$ cat src/anxb_pkg.sv
// ----------------------------------------------------------------------------
// anxb_pkg: shared types and constants of the Annex B NAL unit splitter
// Holds the input and output word types, the scan state record and the
// limits that size the result buffer.
// ----------------------------------------------------------------------------
package anxb_pkg;

	// Most results one input word can cause.
	localparam int ResMax = 5;
	// Width of a result count or result index (0 to ResMax).
	localparam int ResCntW = $clog2(ResMax + 1);
	// Most zero bytes held back as a possible start code.
	localparam int PendMax = 3;
	localparam int PendW = $clog2(PendMax + 1);

	localparam logic [7:0] ZeroByte = 8'h00;
	localparam logic [7:0] CodeByte = 8'h01;

	typedef struct packed {
		logic [7:0]  in_byte;
		logic [63:0] buffer_pts;
		logic        last_in_buffer;
	} in_word_t;

	typedef struct packed {
		logic [7:0]  nal_byte;
		logic        first_of_nal;
		logic        last_of_nal;
		logic        empty_nal;
		logic [63:0] nal_pts;
	} out_word_t;

	typedef out_word_t [ResMax-1:0] out_set_t;

	// Scan state carried from one input word to the next. The held-back
	// bytes are always zeros, so only their count is kept.
	typedef struct packed {
		logic [PendW-1:0] pending;
		logic [7:0]       held_byte;
		logic             held_valid;
		logic             inside_nal;
		logic             awaiting_first;
		logic [63:0]      current_pts;
	} scan_state_t;

endpackage

$ cat src/anxb_scan.sv
// ----------------------------------------------------------------------------
// anxb_scan: one step of the start code scan
// Takes the scan state and one input word and gives the next state and the
// list of result words that the input word causes, oldest first.
// ----------------------------------------------------------------------------
module anxb_scan (
	input  anxb_pkg::scan_state_t                 cur,
	input  anxb_pkg::in_word_t                    word,
	output anxb_pkg::scan_state_t                 nxt,
	output anxb_pkg::out_set_t                    res,
	output logic [anxb_pkg::ResCntW-1:0]          res_cnt
);

	logic                          is_code;
	logic                          eob;
	logic                          take_b;
	logic [anxb_pkg::ResCntW-1:0]  zeros;
	logic [anxb_pkg::ResCntW-1:0]  ntake;
	logic [7:0]                    tbyte;

	assign eob = word.last_in_buffer;
	assign is_code = (word.in_byte == anxb_pkg::CodeByte) &&
		(cur.pending >= anxb_pkg::PendW'(2));

	always_comb begin
		nxt = cur;
		res = '0;
		res_cnt = '0;
		zeros = '0;
		take_b = 1'b0;
		ntake = '0;
		tbyte = anxb_pkg::ZeroByte;
		if (is_code) begin
			// The code closes the open NAL, or marks it empty.
			if (cur.inside_nal) begin
				res[0].nal_pts = cur.current_pts;
				if (cur.held_valid) begin
					res[0].nal_byte = cur.held_byte;
					res[0].first_of_nal = cur.awaiting_first;
					res[0].last_of_nal = 1'b1;
				end else begin
					res[0].empty_nal = 1'b1;
				end
				res_cnt = anxb_pkg::ResCntW'(1);
			end
			nxt.inside_nal = ~eob;
			nxt.awaiting_first = ~eob;
			nxt.held_valid = 1'b0;
			nxt.held_byte = '0;
			nxt.pending = '0;
			nxt.current_pts = word.buffer_pts;
		end else begin
			if (word.in_byte == anxb_pkg::ZeroByte) begin
				if (cur.pending == anxb_pkg::PendW'(anxb_pkg::PendMax)) begin
					zeros = anxb_pkg::ResCntW'(1);
				end else begin
					nxt.pending = cur.pending + anxb_pkg::PendW'(1);
				end
				if (eob) begin
					zeros = zeros + anxb_pkg::ResCntW'(nxt.pending);
				end
			end else begin
				zeros = anxb_pkg::ResCntW'(cur.pending);
				take_b = 1'b1;
				nxt.pending = '0;
			end
			ntake = zeros + anxb_pkg::ResCntW'(take_b);
			// Each taken byte pushes the held byte out as a payload result.
			for (int i = 0; i < anxb_pkg::ResMax; i++) begin
				if (anxb_pkg::ResCntW'(i) < ntake) begin
					tbyte = (take_b && (anxb_pkg::ResCntW'(i) == ntake - anxb_pkg::ResCntW'(1)))
						? word.in_byte : anxb_pkg::ZeroByte;
					if (nxt.inside_nal) begin
						if (nxt.held_valid) begin
							res[res_cnt].nal_byte = nxt.held_byte;
							res[res_cnt].first_of_nal = nxt.awaiting_first;
							res[res_cnt].nal_pts = nxt.current_pts;
							res_cnt = res_cnt + anxb_pkg::ResCntW'(1);
							nxt.awaiting_first = 1'b0;
						end
						nxt.held_byte = tbyte;
						nxt.held_valid = 1'b1;
					end
				end
			end
			if (eob) begin
				if (nxt.inside_nal && nxt.held_valid) begin
					res[res_cnt].nal_byte = nxt.held_byte;
					res[res_cnt].first_of_nal = nxt.awaiting_first;
					res[res_cnt].last_of_nal = 1'b1;
					res[res_cnt].nal_pts = nxt.current_pts;
					res_cnt = res_cnt + anxb_pkg::ResCntW'(1);
				end
				nxt.pending = '0;
				nxt.held_byte = '0;
				nxt.held_valid = 1'b0;
				nxt.inside_nal = 1'b0;
				nxt.awaiting_first = 1'b0;
			end
		end
	end

endmodule

$ cat src/annexb_nal_unit_splitter_core.sv
// ----------------------------------------------------------------------------
// annexb_nal_unit_splitter_core: Annex B start code NAL unit splitter
// Splits an H.264 Annex B byte stream at its start codes and sends out the
// NAL payload bytes with first, last and empty marks and the buffer's
// timestamp.
//
//   channel  word type        valid       stall       direction
//   byte     anxb_pkg::in_word_t   byte_valid  byte_stall  into the block
//   nal      anxb_pkg::out_word_t  nal_valid   nal_stall   out of the block
//
// An accepted byte word sits in the input register, where the scan logic
// turns it into zero to five result words in one pass and loads them into
// a five-entry result buffer. The buffer hands out one result word per cycle
// while nal_stall is low; the input register takes a new byte word as its
// word is loaded, and the buffer's single output sets the pace. A byte word
// passes the input register and then the result buffer before its first
// result shows. Reset clears the scan state and empties both the input
// register and the result buffer. A stall on the nal channel holds the result
// buffer and, once the input register is full, shows up as byte_stall.
// ----------------------------------------------------------------------------
module annexb_nal_unit_splitter_core (
	input  logic                 clk,
	input  logic                 arst_n,
	input  logic                 byte_valid,
	output logic                 byte_stall,
	input  anxb_pkg::in_word_t   byte_word,
	output logic                 nal_valid,
	input  logic                 nal_stall,
	output anxb_pkg::out_word_t  nal_word
);

	// Input register.
	logic                          valid_s1;
	anxb_pkg::in_word_t            word_s1;

	// Scan state kept between byte words of a buffer.
	anxb_pkg::scan_state_t         st_q;
	anxb_pkg::scan_state_t         st_nxt;

	// Result buffer: res_cnt_q entries loaded, res_idx_q of them sent.
	anxb_pkg::out_set_t            res_q;
	anxb_pkg::out_set_t            res_nxt;
	logic [anxb_pkg::ResCntW-1:0]  res_cnt_q;
	logic [anxb_pkg::ResCntW-1:0]  res_idx_q;
	logic [anxb_pkg::ResCntW-1:0]  res_cnt_nxt;

	logic                          out_take;
	logic                          buf_free;
	logic                          load;
	logic                          in_take;

	anxb_scan u_scan (
		.cur     (st_q),
		.word    (word_s1),
		.nxt     (st_nxt),
		.res     (res_nxt),
		.res_cnt (res_cnt_nxt)
	);

	assign nal_valid = (res_idx_q != res_cnt_q);
	assign out_take = nal_valid && !nal_stall;

	// The buffer can take the next set of results once it is empty or its
	// final word leaves in this cycle.
	assign buf_free = (res_idx_q == res_cnt_q) ||
		(out_take && (res_idx_q + anxb_pkg::ResCntW'(1) == res_cnt_q));
	assign load = valid_s1 && buf_free;

	assign byte_stall = valid_s1 && !buf_free;
	assign in_take = byte_valid && !byte_stall;

	always_comb begin
		nal_word = '0;
		if (res_idx_q < anxb_pkg::ResCntW'(anxb_pkg::ResMax)) begin
			nal_word = res_q[res_idx_q];
		end
	end

	always_ff @(posedge clk or negedge arst_n) begin
		if (!arst_n) begin
			valid_s1 <= 1'b0;
		end else if (in_take) begin
			valid_s1 <= 1'b1;
		end else if (load) begin
			valid_s1 <= 1'b0;
		end
	end

	always_ff @(posedge clk) begin
		if (in_take) begin
			word_s1 <= byte_word;
		end
	end

	always_ff @(posedge clk or negedge arst_n) begin
		if (!arst_n) begin
			st_q <= '0;
			res_cnt_q <= '0;
			res_idx_q <= '0;
		end else if (load) begin
			st_q <= st_nxt;
			res_cnt_q <= res_cnt_nxt;
			res_idx_q <= '0;
		end else if (out_take) begin
			res_idx_q <= res_idx_q + anxb_pkg::ResCntW'(1);
		end
	end

	always_ff @(posedge clk) begin
		if (load) begin
			res_q <= res_nxt;
		end
	end

	// The send index never runs past the loaded count.
	a_idx_bound: assert property (@(posedge clk) disable iff (!arst_n)
		res_idx_q <= res_cnt_q)
		else $error("result index past result count");

	// A byte word that causes results shows its first one next cycle.
	a_load_shows: assert property (@(posedge clk) disable iff (!arst_n)
		(load && (res_cnt_nxt != '0)) |=> nal_valid)
		else $error("loaded results not presented");

	// An empty NAL marker carries no byte and no first or last mark.
	a_empty_clean: assert property (@(posedge clk) disable iff (!arst_n)
		(nal_valid && nal_word.empty_nal) |->
		(nal_word.nal_byte == '0 && !nal_word.first_of_nal && !nal_word.last_of_nal))
		else $error("empty NAL marker carries payload marks");

	// Without a held word in the input register the block never stalls.
	a_stall_cause: assert property (@(posedge clk) disable iff (!arst_n)
		byte_stall |-> valid_s1)
		else $error("stall without a held byte word");

endmodule

$ cat config.mk
export PLATFORM = sky130hd
export DESIGN_NAME = annexb_nal_unit_splitter_core
export DESIGN_NICKNAME = d
export VERILOG_FILES = /design/src/anxb_pkg.sv /design/src/anxb_scan.sv /design/src/annexb_nal_unit_splitter_core.sv
export SDC_FILE = /design/constraint.sdc
export NUM_CORES = 1
export LEC_CHECK = 0
export BUFFER_PORTS_ARGS = -buffer_cell sky130_fd_sc_hd__clkbuf_2
export CELL_PAD_IN_SITES_DETAIL_PLACEMENT = 0
export CELL_PAD_IN_SITES_GLOBAL_PLACEMENT = 1
export CORE_UTILIZATION = 25
export DETAILED_ROUTE_END_ITERATION = 10
export PLACE_DENSITY = 0.51
export SYNTH_ARGS = -nofsm -noshare
export SYNTH_HDL_FRONTEND = slang
export SYNTH_SLANG_ARGS = --single-unit
$ cat constraint.sdc
create_clock -name clk -period 31.4 [get_ports clk]
set_input_delay 9.42 -clock clk [delete_from_list [all_inputs] [get_ports clk]]
set_output_delay 9.42 -clock clk [all_outputs]
set_load 0.01 [all_outputs]
# == Yosys cells after proc, flatten, opt, wreduce, memory -nomap -nowiden ==
# Cells that the tools add are included.
# op_classes
reduce_logical,28
mux,163
magnitude_cmp,18
addsub,10
n_eq_ne,9
n_bitwise,1
# ops
operator,n
2-to-1 mux 375 bit,18
bitwise mux 375 bit,16
demux 75 bit (select 3 bit),16
2-to-1 mux 75 bit,9
2-to-1 mux 64 bit,9
2-to-1 mux 67 bit,5
binary-select mux 75 bit (select 3 bit),1
2-to-1 mux 9 bit,19
2-to-1 mux 3 bit,29
2-to-1 mux 66 bit,1
2-to-1 mux 8 bit,5
2-to-1 mux 1 bit,28
2-to-1 mux 13 bit,2
< comparator 3 x 4 -> 1 bit (second input constant),6
adder 3 x 1 -> 3 bit (second input constant),6
logical AND 1 bit,17
>= comparator 3 x 1 -> 1 bit (second input constant),5
2-to-1 mux 10 bit,1
equality test 8 x 1 -> 1 bit (second input constant),1
logical NOT 8 bit,1
2-to-1 mux 2 bit,4
equality test 2 x 3 -> 1 bit (first input constant),2
equality test 3 bit,2
< comparator 1 x 3 -> 1 bit (first input constant),2
18 further kinds,24
# word_totals
wordCells,266
register_bits,532

# == Depth between registers and ports, before layout ==
# logic_depth
ltp_word,52
ltp_mapped,30
mapped_depth_nobuf,25

# == Modules after synthesis ==
# From an unflattened synthesis, not the netlist that was laid out.
# unflattened
cells_unflattened,1844
area_unflattened_um2,24354.6
# modules_own_cells
module,area_each_um2,seq_area_each_um2,cells_each,n_inst
annexb_nal_unit_splitter_core,19732.7,15554.9,980,1
anxb_scan,4621.9,0.0,864,1

# == Worst setup path before layout ==
# OpenSTA, ideal clock, no wires.
# synth_path
kind,input -> register
startpoint,input port nal_stall
endpoint,"register res_q[0] (netlist bit), enable pin"
slack_ns,11.850
t_arrival_ns,16.490
path_buffers,0
required_time_ns,28.340
setup_ns,3.060
stages,3
path_cell_list,o41a_1 > nand2b_1 > clkinv_1
# synth_via
elab_chain_len,5
# synth_lines
item,line_no,text
"start, declared",annexb_nal_unit_splitter_core.sv:28,"input logic nal_stall,"
logical NOT 1 bit,annexb_nal_unit_splitter_core.sv:61,assign out_take = nal_valid && !nal_stall;
logical AND 1 bit,annexb_nal_unit_splitter_core.sv:61,
logical AND 1 bit,annexb_nal_unit_splitter_core.sv:66,(out_take && (res_idx_q + anxb_pkg::ResCntW'(1) == res_cnt_q));
logical OR 1 bit,annexb_nal_unit_splitter_core.sv:65,assign buf_free = (res_idx_q == res_cnt_q) ||
logical AND 1 bit,annexb_nal_unit_splitter_core.sv:67,assign load = valid_s1 && buf_free;
net load,annexb_nal_unit_splitter_core.sv:49,logic load;
"end signal, assigned",annexb_nal_unit_splitter_core.sv:111,res_q <= res_nxt;
"end, declared",annexb_nal_unit_splitter_core.sv:41,anxb_pkg::out_set_t res_q;
# The timed path passes the listed nets, and every way through them passes these cells.
# A chain may end at the register's enable or synchronous reset.

# == Worst setup path in the final report ==
# layout_path
startpoint,input port nal_stall
endpoint,output port byte_stall
# layout_via
elab_chain_len,6
# layout_lines
item,line_no,text
logical NOT 1 bit,annexb_nal_unit_splitter_core.sv:61,
logical AND 1 bit,annexb_nal_unit_splitter_core.sv:61,
logical AND 1 bit,annexb_nal_unit_splitter_core.sv:66,
logical OR 1 bit,annexb_nal_unit_splitter_core.sv:65,
logical NOT 1 bit,annexb_nal_unit_splitter_core.sv:69,assign byte_stall = valid_s1 && !buf_free;
logical AND 1 bit,annexb_nal_unit_splitter_core.sv:69,
"end, declared",annexb_nal_unit_splitter_core.sv:25,"output logic byte_stall,"
# Every way passes these cells.

==> impl_metrics.csv <==
group,metric,value,unit
sta,final.setup.tns,0,ns
placement,post-dp-hpwl,34200,um
synth,ys_ff_latch,528,
cts,cts_hold_buf,0,
placement,portBuffers,153,
synth,avgSynthCellArea,13.8,um2
worst_hold_path,hold_depth,1,
synth,ys_seq_area_share,67.0,%
critical_path,cp_max_fo,3,
sta,rsz0062_at_grt,"no",
synth,async_flop_share,15.9,%
worst_hold_path,hold-path-endpoint,"st_q[31]$_DFFE_PN0P_",
global_route,grt_pass1_wl,92800,um
critical_path,start_kind,"primary input",
synth,synth_edf_count,444,
critical_path,timing.rr.start,"word_s1[72]$_DFFE_PP_",
placement,gp_congestion,0.763,
outcome,status,"complete, no violations",
layout,synthToLayoutAreaGrowth,18.4,%
global_route,first_global_vias,14355,
cts,cts_tree,"done",
critical_path,endpoint_kind,"output port",
sta,skew,0.0259,ns
sta,worst_slew_pin_slew,1.21,ns
layout,diodes,0,
global_route,grtUsageTotal,13.2,%
cts,numCtsBuffers,67,
sta,whs,0.472,ns
critical_path,worstPathCellList,"clkbuf_2 > o41a_1 > nand2_1 > inv_1 > clkbuf_2",
cts,cts.reportedPaths.clkPinSlew,0.06,ns
critical_path,r2r_end,"res_q[111]$_SDFFCE_PP0P_",
die,initial_core_util,25.4,%
die,num_rows,110,
global_route,grt_max_degree,123,
synth,synth_cell_types,75,
routing,drt_iter0_drc,742,
cts,clk_latency,0.61,ns
worst_hold_path,min_from,"word_s1[32]$_DFFE_PP_",
critical_path,regToRegSetupSlack,22.53,ns
global_route,antenna_found_initial,1,
layout,post-route-util,30.1,%
cts,h-tree-depth,3,
sta,finalHoldViolCount,0,
placement,placedCellCount,2923,
routing,drc_errors,0,
critical_path,critical_path_class,"primary input to output port",
die,die_h,306,um
synth,synth_cells,1667,
sta,clock.fmax,50.9,MHz
critical_path,slowest_delay,0.41,ns
synth,ys.warnings.count,0,
sta,period_minus_slack,19.63,ns
layout,stdcell_count,3046,
die,die_x,306,um
run,max_cap_viol_count,0,
critical_path,crit_path_top_delay_cell,"o41a_1",
worst_hold_path,hold_path_class,"register to register",
die,ios,154,
sta,setup_viol,0,
layout,fillers,9123,
synth,synth_area,23000,um2
critical_path,worstPathRequired,21.98,ns
routing,vias_per_cell,4.44,
cts,cts-resized-gates,0,
critical_path,r2r_cells,24,
cts,cts.sinks,528,
power_and_ir_drop,irDropWorstVdd,0.0000371,V
sta,slew_headroom,19.5,%
routing,vias,13515,
layout,layout-drive-gt1-share,23.4,%
sta,fin_crit_sh,62.5,%
critical_path,cpMostUsedCell,"clkbuf_2",
cts,root_buffer,"clkbuf_16",
critical_path,arrival,10.21,ns
routing,ant_nets,0,
cts,cts_buffer_depth,3,
routing,first_pass_iters,4,
global_route,overflow,0,
sta,drv_slew,0,
routing,drt_wl_total,61400,um
power_and_ir_drop,p_leak,9.64,nW
synth,ys.flop_type,"edfxtp_1",
die,die_area,93400,um2
power_and_ir_drop,power_density,58.7,nW/um2
layout,layout.nets,1907,
die,core-area,90700,um2
cts,post-cts-setup-buffers,0,
routing,wl_per_cell,20.2,um
power_and_ir_drop,total_power,1.60,mW
==> worst max-delay path, delay by kind of cell <==
kind | cells | cell delay, ns
AOI/OAI and AO/OA | 1 | 0.41
and+or+nand+nor | 1 | 0.11
buffers and inverters | 3 | 0.26
==> per-layer routing <==
metal  GRT usage, %  share of wire [%]  up-vias
met1           17.0                 44     6908
met5              0                  0        -
met2           22.8                 50      229
met3           2.27                3.7       75
met4           3.83                1.8        0
li1               -                  -     6303
==> cell usage in the layout, fill, tap and decap left out, drive strengths merged, types with 4 or more instances in the layout <==
master	Yosys	routed
edfxtp	444	444
clkbuf	64	246
nor2	177	177
nand2	168	168
nor2b	135	135
o21ai	100	100
inv	85	91
dfrtp	84	84
mux4	73	73
and2	65	65
mux2	64	64
buf	33	22
nand3	19	19
clkinv	2	19
ha	14	14
nor3	12	12
a31oi	10	10
xnor2	9	9
a21oi	8	8
a22oi	8	8
or3	8	8
o31ai	6	6
nand4	5	5
nand2b	5	5
o221ai	5	5
bufinv	0	5
mux2i	4	4
o21a	4	4
conb	1	4
o22ai	4	4
==> report_power, final <==
part / switching [mW] / total [mW] / internal [mW]
clock: 0.308 / 0.768 / 0.460
sequential: 0.00714 / 0.792 / 0.785
combinational: 0.0279 / 0.0407 / 0.0128
==> cell families after synthesis <==
logic type | after synthesis | synth area share, %
flip-flops | 528 | 67.0
XOR/XNOR | 11 | 0.418
AND/OR/NAND/NOR | 614 | 13.1
AO/OA/AOI/OAI | 174 | 5.02
buffers and inverters | 184 | 3.29
multiplexers | 141 | 10.4
adder cells (fa/ha/maj) | 14 | 0.760
other | 1 | 0.0163
==> final cells by class <==
type	instances	area, um2	area share (%)
clock buffer	94	1860	6.81
sequential	528	15400	56.6
tap	1176	1470	5.39
timing repair buffer	174	926	3.39
clock inverter	29	349	1.28
inverter	87	334	1.22
multi-input combinational	958	6900	25.3
==> through the flow <==
step / area, um2 / setup slack [ns]
2_1_floorplan: 23000 / 11.85
3_3_place_gp: 25100 / 11.75
3_5_place_dp: 25100 / 11.77
4_1_cts: 27300 / 11.77
5_1_grt: 27300 / 11.72
6_report: 27300 / 11.77
==> worst max-delay path by stage <==
stage	end	cells after the start	startpoint
floorplan	res_q[0]$_DFFE_PP_	3	nal_stall
global placement	byte_stall	5	nal_stall
detailed placement	byte_stall	5	nal_stall
CTS	byte_stall	5	nal_stall
global route	byte_stall	5	nal_stall
finish	byte_stall	5	nal_stall
==> cells in the mapped netlist (5+ instances only) <==
master,number,area (um2)
buf_1,11,41.3
mux2_2,64,721
nor2_1,176,661
a31oi_1,10,62.6
buf_2,15,75.1
mux4_2,73,1640
and2_1,65,407
ha_1,14,175
o21ai_0,99,495
dfrtp_1,84,2100
inv_1,84,315
buf_6,6,67.6
nor2b_1,135,845
nor3_1,10,50.1
o221ai_1,5,43.8
nand4_1,5,31.3
nand3_1,18,90.1
xnor2_1,9,78.8
nand2_1,167,627
edfxtp_1,444,13300
a21oi_1,8,40.0
nand2b_1,5,31.3
a22oi_1,8,60.1
or3_1,8,50.1
clkbuf_1,64,240
==> registers in the layout (all words and copies together), names as in the netlist <==
register and cells:
word_s1 73, valid_s1 1, res_idx_q 3, res_q 371
st_q 77, res_cnt_q 3
Power figures use the tool's default switching activity.
